===== src/rtl/ptb_pkg.sv =====
package ptb_pkg;

  localparam int NUM_TIMERS_DEF  = 16;
  localparam int PERIOD_BITS_DEF = 24;

  localparam int ACT_W  = 3;
  localparam int ID_W   = 4;
  localparam int LEN_W  = 24;
  localparam int PEND_W = 32;

  localparam logic [ACT_W-1:0] ACT_START = 3'd0;
  localparam logic [ACT_W-1:0] ACT_STOP  = 3'd1;
  localparam logic [ACT_W-1:0] ACT_TICK  = 3'd2;
  localparam logic [ACT_W-1:0] ACT_QEXP  = 3'd3;
  localparam logic [ACT_W-1:0] ACT_QRUN  = 3'd4;

endpackage


===== src/rtl/ptb_ram.sv =====
module ptb_ram #(
  parameter int W     = 8,
  parameter int DEPTH = 16,
  parameter int AW    = (DEPTH > 1) ? $clog2(DEPTH) : 1
) (
  input  logic          clk,
  input  logic          we,
  input  logic [AW-1:0] waddr,
  input  logic [W-1:0]  wdata,
  input  logic          re,
  input  logic [AW-1:0] raddr,
  output logic [W-1:0]  rdata
);

  logic [W-1:0] mem [DEPTH];

  always_ff @(posedge clk) begin
    if (we) begin
      mem[waddr] <= wdata;
    end
    if (re) begin
      rdata <= mem[raddr];
    end
  end

endmodule


===== src/rtl/periodic_timer_bank.sv =====
// Bank of NUM_TIMERS periodic timers sharing one tick.
// Input channel (in_valid/in_ready) takes one request: action, timer_id and
// interval_sixteenths. Start, stop and tick give no answer; the two queries
// each give one flag on the result channel (out_valid/out_ready).
// Steps per request, from acceptance to the next request being taken:
//   tick, start, unused codes: handled in the idle state, no further step
//   stop:                      one read-modify-write of one entry (S_RMW)
//   query:                     a sweep over every entry (S_SWEEP), then the
//                              flag is registered from S_DONE.
// The query sweeps through the timer RAM: one entry is read and written
// back per cycle to apply the pending ticks.
// The answer sits in an output register, so requests continue while it
// waits. A stalled receiver only holds up a second query at its last step.
// Reset (rst_n, synchronous, active low) clears the pending count, the FSM,
// the output and one valid bit per entry; an entry never written reads as
// zero, so no clearing pass is needed and requests are taken straight away.
module periodic_timer_bank #(
  parameter int NUM_TIMERS  = ptb_pkg::NUM_TIMERS_DEF,
  parameter int PERIOD_BITS = ptb_pkg::PERIOD_BITS_DEF
) (
  input  logic                      clk,
  input  logic                      rst_n,
  input  logic                      in_valid,
  output logic                      in_ready,
  input  logic [ptb_pkg::ACT_W-1:0] in_action,
  input  logic [ptb_pkg::ID_W-1:0]  in_timer_id,
  input  logic [ptb_pkg::LEN_W-1:0] in_interval_sixteenths,
  output logic                      out_valid,
  input  logic                      out_ready,
  output logic                      out_flag
);
  import ptb_pkg::*;

  // Stored widths: intervals arrive as 24 bits, so nothing wider is kept.
  localparam int PW   = (PERIOD_BITS < LEN_W) ? PERIOD_BITS : LEN_W;
  localparam int EW   = 2 * PW + 2;
  localparam int IW   = (NUM_TIMERS > 1) ? $clog2(NUM_TIMERS) : 1;
  localparam logic [IW-1:0] LAST = IW'(NUM_TIMERS - 1);

  // Entry layout: {period, remaining, expired, running}
  localparam int RUN_B = 0;
  localparam int EXP_B = 1;
  localparam int REM_L = 2;
  localparam int PER_L = PW + 2;

  typedef enum logic [3:0] {
    S_IDLE  = 4'b0001,
    S_RMW   = 4'b0010,
    S_SWEEP = 4'b0100,
    S_DONE  = 4'b1000
  } state_t;

  state_t                state_r, state_nxt;
  logic [PEND_W-1:0]     pend_r, pend_nxt;
  logic [IW-1:0]         cnt_r, cnt_nxt;
  logic [IW-1:0]         rd_idx_r;
  logic [ACT_W-1:0]      act_r;
  logic [IW-1:0]         id_r;
  logic                  id_ok_r;
  logic                  hold_r, hold_nxt;
  logic                  out_valid_r, out_valid_nxt;
  logic                  out_flag_r, out_flag_nxt;
  logic [NUM_TIMERS-1:0] vld_r;

  // RAM port
  logic          ram_we, ram_re;
  logic [IW-1:0] ram_waddr, ram_raddr;
  logic [EW-1:0] ram_wdata, ram_rdata, ent;

  // Incoming request decode
  logic          accept;
  logic [8:0]    id_ext;
  logic          id_ok;
  logic [IW-1:0] id_idx;
  logic [PW-1:0] len;

  // Sweep arithmetic on the entry just read
  logic [PW-1:0] per, rem, rem_new;
  logic          exp_new, run_cur, hit;

  assign accept = in_valid && in_ready;
  assign id_ext = 9'(in_timer_id);
  assign id_ok  = id_ext < 9'(NUM_TIMERS);
  assign id_idx = id_ext[IW-1:0];
  assign len    = (in_interval_sixteenths[PW-1:0] == '0) ? PW'(1)
                                                         : in_interval_sixteenths[PW-1:0];

  // Never-written entries read as zero
  assign ent = vld_r[rd_idx_r] ? ram_rdata : '0;

  assign per     = ent[PER_L +: PW];
  assign rem     = ent[REM_L +: PW];
  assign run_cur = ent[RUN_B];
  assign hit     = id_ok_r && (cnt_r == id_r);

  always_comb begin
    rem_new = rem;
    exp_new = ent[EXP_B];
    if (pend_r != '0 && per != '0) begin
      if (PEND_W'(rem) <= pend_r) begin
        rem_new = per;   // re-arm, overshoot dropped
        exp_new = 1'b1;
      end else begin
        rem_new = rem - pend_r[PW-1:0];
      end
    end
  end

  always_comb begin
    state_nxt     = state_r;
    pend_nxt      = pend_r;
    cnt_nxt       = cnt_r;
    hold_nxt      = hold_r;
    out_valid_nxt = out_valid_r;
    out_flag_nxt  = out_flag_r;
    ram_we        = 1'b0;
    ram_waddr     = id_idx;
    ram_wdata     = '0;
    ram_re        = 1'b0;
    ram_raddr     = id_idx;
    in_ready      = 1'b0;

    if (out_valid_r && out_ready) begin
      out_valid_nxt = 1'b0;
    end

    case (state_r)
      S_IDLE: begin
        in_ready = 1'b1;
        if (accept) begin
          case (in_action)
            ACT_START: begin
              if (id_ok) begin
                ram_we    = 1'b1;
                ram_wdata = {len, len, 1'b0, 1'b1};
              end
            end
            ACT_STOP: begin
              if (id_ok) begin
                ram_re    = 1'b1;
                state_nxt = S_RMW;
              end
            end
            ACT_TICK: begin
              if (pend_r != '1) begin
                pend_nxt = pend_r + PEND_W'(1);
              end
            end
            ACT_QEXP, ACT_QRUN: begin
              ram_re    = 1'b1;
              ram_raddr = '0;
              cnt_nxt   = '0;
              hold_nxt  = 1'b0;
              state_nxt = S_SWEEP;
            end
            default: ;
          endcase
        end
      end
      S_RMW: begin
        // stop: period and running cleared, remaining and expired kept
        ram_we    = 1'b1;
        ram_waddr = id_r;
        ram_wdata = {PW'(0), rem, ent[EXP_B], 1'b0};
        state_nxt = S_IDLE;
      end
      S_SWEEP: begin
        ram_we    = 1'b1;
        ram_waddr = cnt_r;
        ram_wdata = {per, rem_new, exp_new, run_cur};
        if (hit) begin
          if (act_r == ACT_QEXP) begin
            hold_nxt  = exp_new;
            ram_wdata = {per, rem_new, 1'b0, run_cur};
          end else begin
            hold_nxt = run_cur;
          end
        end
        if (cnt_r == LAST) begin
          pend_nxt  = '0;
          state_nxt = S_DONE;
        end else begin
          ram_re    = 1'b1;
          ram_raddr = cnt_r + IW'(1);
          cnt_nxt   = cnt_r + IW'(1);
        end
      end
      S_DONE: begin
        if (!out_valid_r || out_ready) begin
          out_valid_nxt = 1'b1;
          out_flag_nxt  = hold_r;
          state_nxt     = S_IDLE;
        end
      end
      default: state_nxt = S_IDLE;
    endcase
  end

  always_ff @(posedge clk) begin
    if (!rst_n) begin
      state_r     <= S_IDLE;
      pend_r      <= '0;
      out_valid_r <= 1'b0;
      vld_r       <= '0;
    end else begin
      state_r     <= state_nxt;
      pend_r      <= pend_nxt;
      out_valid_r <= out_valid_nxt;
      if (ram_we) begin
        vld_r[ram_waddr] <= 1'b1;
      end
    end
  end

  // Payload and request registers, no reset needed
  always_ff @(posedge clk) begin
    cnt_r      <= cnt_nxt;
    hold_r     <= hold_nxt;
    out_flag_r <= out_flag_nxt;
    if (ram_re) begin
      rd_idx_r <= ram_raddr;
    end
    if (accept) begin
      act_r   <= in_action;
      id_r    <= id_idx;
      id_ok_r <= id_ok;
    end
  end

  ptb_ram #(
    .W     (EW),
    .DEPTH (NUM_TIMERS),
    .AW    (IW)
  ) u_ram (
    .clk   (clk),
    .we    (ram_we),
    .waddr (ram_waddr),
    .wdata (ram_wdata),
    .re    (ram_re),
    .raddr (ram_raddr),
    .rdata (ram_rdata)
  );

  assign out_valid = out_valid_r;
  assign out_flag  = out_flag_r;

`ifndef SYNTHESIS
  // Pending count only moves at the end of a sweep while one is running
  a_pend_hold: assert property (@(posedge clk) disable iff (!rst_n)
    (state_r == S_SWEEP && cnt_r != LAST) |=> (pend_r == $past(pend_r)))
    else $error("pending count changed mid-sweep");

  a_pend_clr: assert property (@(posedge clk) disable iff (!rst_n)
    (state_r == S_SWEEP && cnt_r == LAST) |=> (pend_r == '0))
    else $error("pending count not cleared after sweep");

  // Read-ahead never targets the entry being written back
  a_no_overlap: assert property (@(posedge clk) disable iff (!rst_n)
    (ram_we && ram_re) |-> (ram_waddr != ram_raddr))
    else $error("RAM read and write hit the same entry");

  a_out_src: assert property (@(posedge clk) disable iff (!rst_n)
    $rose(out_valid_r) |-> ($past(state_r) == S_DONE))
    else $error("answer raised outside the final step");
`endif

endmodule

===== config.mk =====
export PLATFORM = sky130hd
export DESIGN_NAME = periodic_timer_bank
export DESIGN_NICKNAME = d
export VERILOG_FILES = /design/src/rtl/ptb_pkg.sv /design/src/rtl/ptb_ram.sv /design/src/rtl/periodic_timer_bank.sv
export SDC_FILE = /design/constraint.sdc
export NUM_CORES = 1
export LEC_CHECK = 0
export ABC_CLOCK_PERIOD_IN_PS = 5000
export BUFFER_PORTS_ARGS = -buffer_cell sky130_fd_sc_hd__buf_2
export CAP_MARGIN = 20
export CORE_MARGIN = 3
export CORE_UTILIZATION = 32
export CTS_BUF_LIST = sky130_fd_sc_hd__clkbuf_16
export DETAILED_ROUTE_END_ITERATION = 8
export PLACE_DENSITY = 0.47
export SYNTH_ARGS = -nofsm -noshare
export SYNTH_HDL_FRONTEND = slang
export SYNTH_SLANG_ARGS = --single-unit

===== constraint.sdc =====
create_clock -name clk -period 5 [get_ports clk]
set_input_delay 0.5 -clock clk [delete_from_list [all_inputs] [get_ports clk]]
set_output_delay 0.5 -clock clk [all_outputs]
set_load 0.02 [all_outputs]

Word-level counts from Yosys, hierarchy flattened
Memory sizes are Yosys's and may differ from the RTL's. A register that Yosys moved wholly into a read port is not among the register bits.
Cells that the tools add are included.
Storage, ports and cells
  register bits: 71
  memory bits (writable): 800
  input port bits: 35
  output and inout port bits: 3
  memories kept: 1
Cells by class
  $add $sub $neg: 3
  magnitude comparators: 5
  eq/ne operators: 22
  multiplexer cells: 55
  bitwise operators: 1
  reductions and logical operators: 19
Memories
  u_ram.mem: depth 16, bits a word 50, read ports 1, clocked after Yosys merged registers in 1, wr ports 1, RTL line ptb_ram.sv:15  | logic [W-1:0] mem [DEPTH];
Operator list (number)
  50-bit two-way mux: 4
  50-bit one-hot mux with 3 select lines: 1
  32-bit two-way mux: 4
  24-bit two-way mux: 3
  32-bit one-hot mux with 2 select lines: 1
  4-bit two-way mux: 10
  32-bit by 1-bit adder with 32-bit output, second input constant: 1
  24-bit by 32-bit <= comparator with 1-bit output: 1
  32-bit inequality test, second input constant: 1
  4-bit one-hot mux with 2 select lines: 4
  32-bit nonzero test: 1
  24-bit zero test: 1
  24-bit nonzero test: 1
  24-bit subtractor: 1
  1-bit two-way mux: 19
  16-bit OR: 1
  4-bit by 5-bit < comparator with 1-bit output, second input constant: 3
  2-bit inequality test, second input constant: 6
  4-bit one-hot mux with 3 select lines: 1
  5-bit AND reduction: 2
  3-bit by 2-bit equality test with 1-bit output, second input constant: 3
  4-bit equality test, second input constant: 2
  1-bit one-hot mux with 2 select lines: 4
  4-bit AND reduction: 2
  21 further kinds: 28

Longest topological paths before layout
Gate-level depths: netlist of run 1.
  depth after elaboration: 9
  gate-level depth with buffers: 16
  gate-level depth less buffers: 13

Modules after synthesis
A second synthesis of run 1 with hierarchy kept.
Second synthesis, totals
  cell total of the unflattened synthesis: 2096
  area, all modules: 37522.2 um^2
By module, submodules not included
  ptb_ram: instances 1, cells each 1294, area an instance 31410.1 um^2, seq. area each 25524.5 um^2
  periodic_timer_bank: instances 1, cells each 802, area an instance 6112.1 um^2, seq. area each 1571.5 um^2

Worst setup path after synthesis of run 1
Ideal clock, no wire load.
  path kind: flip-flop to flip-flop
  start: register state_r[3]
  end: register rd_idx_r[0] (enable)
  library setup time: 540 ps
  arrival time: 4972 ps
  required time: 4460 ps
  setup slack: -513 ps
  stages on the path, launching flop included: 4
  path buffers: 0
  clock period less this slack: 5513 ps
  cell sequence: dfxtp_1 nor4b_4 nand2_1 o21ai_0
On the way
  longest elaborated chain between the ends: 5
  elaborated cells on any way between the ends: 6
  classes of those cells: 2 x eq/ne; 3 x mux; 1 x reduce/logical
RTL lines
  start: declaration: RTL line periodic_timer_bank.sv:53  | state_t state_r, state_nxt;
  start signal: assignment: RTL line periodic_timer_bank.sv:206  | state_r <= state_nxt;
  4-bit by 1-bit equality test with 1-bit output: RTL line periodic_timer_bank.sv:127  | case (state_r)
  1-bit two-way mux: RTL line periodic_timer_bank.sv:127
  named net in_ready: RTL line periodic_timer_bank.sv:24  | output logic in_ready,
  1-bit logical AND: RTL line periodic_timer_bank.sv:81  | assign accept = in_valid && in_ready;
  1-bit two-way mux: RTL line periodic_timer_bank.sv:130  | if (accept) begin
  1-bit one-hot mux with 2 select lines: RTL line periodic_timer_bank.sv:127
  named net ram_re: RTL line periodic_timer_bank.sv:66  | logic ram_we, ram_re;
  end signal: assignment: RTL line periodic_timer_bank.sv:221  | rd_idx_r <= ram_raddr;
  end: declaration: RTL line periodic_timer_bank.sv:56  | logic [IW-1:0] rd_idx_r;
The timed path passes the listed nets, and every way through them passes these cells.
A chain may end at the register's enable or synchronous reset.

Final worst setup path of run 1
  start: register rd_idx_r[0]
  end: memory u_ram.mem[6][17] in the netlist's numbering (data pin)
On the way
  longest elaborated chain between the ends: 7
  elaborated cells on any way between the ends: 10
  classes of those cells: 1 x add/sub; 1 x order compare; 6 x mux; 2 x reduce/logical
RTL lines
  1-bit binary-select mux with 4-bit select (*): RTL line periodic_timer_bank.sv:89  | assign ent = vld_r[rd_idx_r] ? ram_rdata : '0;
  1-bit two-way mux (implied by the code) (*): RTL line periodic_timer_bank.sv:89
  50-bit two-way mux (*): RTL line periodic_timer_bank.sv:89
  24-bit by 32-bit <= comparator with 1-bit output, or another cell as far along: RTL line periodic_timer_bank.sv:100  | if (PEND_W'(rem) <= pend_r) begin
  24-bit two-way mux or 1-bit logical AND (tied branches): RTL line periodic_timer_bank.sv:100, periodic_timer_bank.sv:99
  24-bit two-way mux: RTL line periodic_timer_bank.sv:99  | if (pend_r != '0 && per != '0) begin
  50-bit one-hot mux with 3 select lines (*): RTL line periodic_timer_bank.sv:127
  named net ram_wdata[17]: RTL line periodic_timer_bank.sv:68  | logic [EW-1:0] ram_wdata, ram_rdata, ent;
  end: declaration: RTL line ptb_ram.sv:15
Mark *: on every way through the listed nets, which the timed path passes. The rest lies on a longest branch. The select of a mux whose other input is x is not followed.

==> results.md, run 1 <==
- Max-slew headroom: 0.237
- Synthesis-stage register bit count: between 900 and 1000
- Worst min path class: primary input to flop
- Vias in the first global route: around 24000
- Number of DRC markers in iteration 0: around 2700
- Core area: ~120000 um^2
- Avg Vias per Cell: 5.39
- Hold buffers post-CTS: 0
- Post-synth EDFFs: roughly 870
- R2r setup slk: 0.14 ns
- VDD IR-drop max: ~280 uV
- Final setup vio count: 0
- Reg2Reg Depth: 16
- Clk sinks: about 900
- Via count: approximately 24000
- GRT Max-Usage Layer: met2
- Hold Path End: id_r[3]$_DFFE_PP_
- Die area: about 120000 um^2
- TritonCTS Buffers: 98
- GR Util met2: 0.292
- Share of cells above drive strength 1: 0.113
- HP Start: in_timer_id[3]
- CP Class: flop to flop
- Chip height: 350 um
- Drt total wl: 119 mm
- RSZ-0062 raised after global routing: yes
- Cell Area, Placed: 40600 um^2
- RR Endpoint: u_ram.mem[6][17]$_DFFE_PP_
- Distinct cells, synth: 75
- TNS Setup: 0 ns
- Post-synth ARST share: 0
- NumNets Final: about 3000
- Lkg Pwr: approximately 15 nW
- Synth area leader: edfxtp_1
- Number of routed nets with antenna violations: 0
- Rows: about 130
- Syn_nets: slightly below 3000
- Slew @ Worst Pin: around 1.1 ns
- Slew Limit Fails: 0
- Pwr dens: 375 nW/um^2
- GRT Total Usage: 0.191
- M3 GR Usage: 0.0320
- CP Data Required Time: about 5.4 ns
- Pin count of the biggest net entering global routing: approximately 120
- Sequential fraction of the synthesis area: 0.716
- Drt pass-1 iters: 7
- Max Cap Viol: 0
- Hold path cells: 1
- Number of synthesis warnings: 0
- Layout Skew: a little over 0.03 ns
- Clock Path Buffers: 3
- Final Wtd Congestion: 0.922
- Post-synthesis cell area: 37900 um^2
- WL/cell: 26.2 um
- Grt met1 use: 0.277
- CTS tree: built
- Synth Flop Type: edfxtp_1
- Worst-path maximum fanout: 38
- F_max: 206 MHz
- Port-buffer cells: 37
- Crit share post-route: 0.971
- # DRC: 0
- Reg clk slew, reported paths: around 0.060 ns
- Initial antenna violation count: 5
- Avg Inst Size Synth: 13.3 um^2
- Worst Path Arrival: about 5.3 ns
- Status: complete, no violations
- Clk root buf: clkbuf_16
- Synth top area cells: edfxtp_1, nand2_1, nand3_1
- Placed wire-length estimate: between 60 and 70 mm
- Die width: between 300 and 400 um
- Syn-to-layout area delta: 15.3%
- Design area: 43700 um^2
- CP Capture Type: flop
- Final period demand of the worst path: roughly 5 ns
- CP Launch Type: flop
- H-tree levels: 3
- Final Hold Viols: 0
- R2r startpoint: rd_idx_r[0]$_DFFE_PP_
- Clk_lat worst skew: between 0.6 and 0.7 ns
- Ports: 38
- First-pass GRT wire length: 169 mm
- Syn Inst Count: 2844
- Grt ovf: 0
- Share of the synthesized area in the top cell type: 0.688
- Starting Density: 0.324
logic make-up after synthesis:
kind of cell | synth area share
compound gates | 0.0686
xor+xnor | 0.0130
fa+ha+maj | 0.00945
buf+inv | 0.0236
flops | 0.716
mux | 0.0318
simple gates | 0.138
metal layers:
metal,vias to the layer above,share of wire
met5,-,0.000084
met4,2,0.028
li1,10800,-
met2,861,0.44
met1,12600,0.46
met3,185,0.068
flip-flops by register name (all words and copies together), names as in the netlist:
signal       flops
act_r            3
cnt_r            4
hold_r           1
id_r             4
out_flag         1
out_valid        1
pend_r          32
rd_idx_r         4
state_r          4
u_ram.mem      800
u_ram.rdata     50
vld_r           16
worst max-delay path by stage:
stage | slack, ns | from | depth (start not counted) | endpoint
floorplan | 0.04 | rd_idx_r[0]$_DFFE_PP_ | 14 | u_ram.mem[0][14]$_DFFE_PP_
global placement | 0.14 | rd_idx_r[0]$_DFFE_PP_ | 16 | u_ram.mem[12][11]$_DFFE_PP_
detailed placement | 0.02 | rd_idx_r[0]$_DFFE_PP_ | 13 | u_ram.mem[5][14]$_DFFE_PP_
CTS | 0.03 | rd_idx_r[0]$_DFFE_PP_ | 13 | u_ram.mem[2][14]$_DFFE_PP_
global route | -0.1 | rd_idx_r[0]$_DFFE_PP_ | 15 | u_ram.mem[2][24]$_DFFE_PP_
finish | 0.14 | rd_idx_r[0]$_DFFE_PP_ | 16 | u_ram.mem[6][17]$_DFFE_PP_
synth_stat cells, drive strengths merged (5+ instances only):
master / n
a21boi: 5
a21o: 14
a21oi: 83
a222oi: 8
a22o: 25
a22oi: 17
a311oi: 8
a31oi: 5
a32oi: 99
and2: 31
and3: 11
and4: 6
buf: 86
clkbuf: 66
dfxtp: 53
edfxtp: 867
ha: 27
inv: 41
mux2i: 99
mux4: 9
nand2: 648
nand3: 218
nand4: 63
nor2: 130
nor2b: 9
nor3: 16
nor4: 25
nor4b: 5
o21a: 20
o21ai: 51
or2: 5
xnor2: 39
xor2: 17
what timing repair did:
item / 4_1_cts / 5_1_grt
buffers inserted: 0 / 2
gates resized for setup: 0 / 7
endpoints found under the setup margin: 0 / 336
cells in the final DEF, fill, tap and decap left out, types with 20 or more instances in the layout:
master / synthesis / layout
nor4_1: 25 / 24
inv_1: 38 / 53
buf_12: 0 / 33
nand2_1: 647 / 645
a21oi_1: 82 / 82
a32oi_1: 99 / 99
clkinv_2: 0 / 22
ha_1: 27 / 27
xnor2_1: 39 / 39
buf_2: 57 / 37
nand4_1: 63 / 63
clkbuf_16: 0 / 98
mux2i_1: 99 / 99
nand3_1: 218 / 218
a22o_1: 25 / 25
nor2_1: 128 / 108
nor2_4: 0 / 20
dfxtp_1: 53 / 53
edfxtp_1: 867 / 867
and2_1: 30 / 30
o21ai_0: 48 / 42
o21a_1: 20 / 20
buf_4: 5 / 66
clkinv_1: 0 / 27
where the power goes:
part | internal, mW | switching (mW) | total, mW
Combinational | 0.292 | 0.706 | 0.999
Sequential | 8.43 | 0.0514 | 8.48
Clock | 3.93 | 2.96 | 6.89
Total | 12.6 | 3.72 | 16.4
critical path, cell delays in order, from the launching register on:
cell and delay [ns]:
edfxtp_1 0.48, mux4_2 0.53, mux4_2 0.55, buf_12 0.20
and2_1 0.21, ha_1 0.38, and4_1 0.28, and3_1 0.21
a41oi_1 0.29, and2_1 0.19, a22oi_2 0.08, buf_4 0.21
nor2b_1 0.14, buf_4 0.17, a222oi_1 0.19, o21ai_0 0.22
buf_4 0.23
metrics by stage:
step                      instances  setup WS [ns]  hold WS [ns]  total power, mW  utilization
final                          4536          0.143        0.0670             16.4        0.374
after global routing           4535        -0.0987        0.0364             16.9        0.374
after CTS                      4532         0.0253        0.0103             16.5        0.373
after detailed placement       4350         0.0211         0.448             9.64        0.347
after global placement         4349          0.138         0.446             9.63        0.347
after floorplan                2844         0.0376         0.400             9.22            -
layout make-up:
class                      count  area, um^2
sequential                   920       27100
antenna                        1        2.50
clock buffer                  98        2450
tap                         1524        1910
timing repair buffer         137        1360
clock inverter                84         608
fill                       11000       73200
multi-input combinational   1731       10100
inverter                      41         161
No activity file was read; power rests on OpenSTA's default activity.
==> run 2, diff against run 1 <==
==> constraint.sdc (replaced) <==
create_clock -name clk -period 5 [get_ports clk]
set_input_delay 0.25 -clock clk [delete_from_list [all_inputs] [get_ports clk]]
set_output_delay 0.25 -clock clk [all_outputs]
set_load 0.02 [all_outputs]
==> results.md, run 2 (synthesized netlist as in run 1, its figures left out) <==
- Status: complete, no violations
- WL/cell: 26.1 um
- H-tree levels: 3
- NumNets Final: ~3000
- CP Data Required Time: about 5.4 ns
- Post-layout util: 0.376
- Drt pass-1 iters: 6
- Number of DRC markers in iteration 0: around 2700
- Total power: about 17 mW
- CP Launch Type: flop
- Reg clk slew, reported paths: 0.06 ns
- Pwr dens: about 380 nW/um^2
- Max reg flops: 800
- Final Wtd Congestion: around 0.9
- Chip height: around 350 um
- Share of cells above drive strength 1: 0.113
- Drt total wl: around 120 mm
- Final hold slack: approximately 0.22 ns
- Crit share post-route: 0.963
- Worst Path Arrival: between 5 and 6 ns
- GRT Total Usage: 0.190
- Syn-to-layout area delta: 16.0%
- TritonCTS Buffers: about 100
- F_max: between 200 and 250 MHz
- Design area: 43900 um^2
- Avg Vias per Cell: roughly 5.4
- Most flops, register: u_ram.mem
- Layout Skew: about 0.024 ns
- VDD IR-drop max: around 260 uV
- Ports: 38
- Slew @ Worst Pin: 1.13 ns
- Initial antenna violation count: 5
- Clk root buf: clkbuf_16
- Slew Limit Fails: 0
- Number of routed nets with antenna violations: 0
- Lkg Pwr: 15.0 nW
- Starting Density: 0.324
- Clk_lat worst skew: ~0.67 ns
- Die width: approximately 350 um
- Max Cap Viol: 0
- Cell Area, Placed: 40500 um^2
- Final setup vio count: 0
- Die area: between 100000 and 150000 um^2
- First-pass GRT wire length: 168 mm
- CP Class: flop to flop
- Grt ovf: 0
- Clk sinks: 920
- Via count: 24400
- RSZ-0062 raised after global routing: no
- Top flop regs: u_ram.mem: 800 flops, u_ram.rdata: 50 flops, pend_r: 32 flops
- Most common cell after layout, fill and taps aside: edfxtp_1
- Port-buffer cells: 37
- Vias in the first global route: 23600
- CP startpoint: rd_idx_r[0]$_DFFE_PP_
- Rows: approximately 130
- Final Hold Viols: 0
- # DRC: 0
- Final period demand of the worst path: 4.82 ns
- Clock Path Buffers: 3
- Core area: between 100000 and 150000 um^2
- CP Capture Type: flop
- Worst min path class: primary input to flop
- HP Start: in_interval_sixteenths[16]
- Max-slew headroom: 0.250
- CTS tree: built
- Worst-path maximum fanout: 38
- Placed wire-length estimate: 66.0 mm
- Commonest non-fill, non-tap cells in the layout: edfxtp_1, nand2_1, nand3_1, nor2_1, clkbuf_16
- TNS Setup: 0 ns
- R2r startpoint: rd_idx_r[0]$_DFFE_PP_
- Pin count of the biggest net entering global routing: around 120
==> run 2: cell types whose count changed in the layout (fill, tap and decap cells not counted), sizes merged <==
cell,before,now
clkinv,54,43
dlygate4sd3,0,11
inv,59,69
clkbuf,98,103
buf,137,135
clkinvlp,5,6
==> run 2: layout make-up <==
cell class	instances	area, um^2
sequential	920	27100
fill	11000	72900
antenna	1	2.50
clock inverter	84	602
inverter	41	161
timing repair buffer	146	1450
multi-input combinational	1731	10100
tap	1524	1910
clock buffer	103	2580
==> run 2: final timing paths <==
check                           slack [ns]  cells after the start                          to
worst max register to register        0.18                     15  u_ram.mem[13][2]$_DFFE_PP_
worst min-delay path                  0.22                      4  u_ram.mem[8][18]$_DFFE_PP_
worst max-delay path                  0.18                     15  u_ram.mem[13][2]$_DFFE_PP_
worst min register to register        0.46                      0          out_flag$_DFFE_PP_
==> run 2: repair_timing <==
item	CTS	global route
resized for setup	0	14
setup endpoints to repair	0	306
endpoints found under the hold margin	12	0
setup buffers	0	2
hold buffers	11	0
==> run 2: critical path: stages, from the launching register on <==
cell and delay (ns):
edfxtp_1 0.49, mux4_2 0.54, mux4_2 0.54, buf_12 0.20, and2_1 0.22, ha_1 0.35
a21o_1 0.22, a21oi_1 0.19, a32oi_1 0.19, a211o_1 0.34, a22oi_2 0.25, buf_4 0.18
buf_4 0.14, nand3_1 0.08, o211ai_1 0.10, a21o_1 0.47
==> run 2: power breakdown <==
part | switching [mW] | total [mW] | internal (mW)
registers | 0.0515 | 8.48 | 8.43
logic | 0.704 | 1.00 | 0.297
clock network | 3.02 | 7.11 | 4.09
total | 3.77 | 16.6 | 12.8
==> run 2: metal layers <==
layer | vias to the layer above | share of wire | track usage
li1 | 10900 | - | -
met1 | 12600 | 0.47 | 0.278
met2 | 822 | 0.45 | 0.294
met3 | 160 | 0.064 | 0.0292
met4 | 2 | 0.021 | 0.0505
met5 | - | 0.000084 | 0
==> run 2: stage by stage <==
step                      worst slack (ns)  std cells
after floorplan                     0.0376       2844
after global placement               0.128       4347
after detailed placement            0.0162       4348
after CTS                         0.000708       4546
after global routing               0.00638       4549
final                                0.184       4550
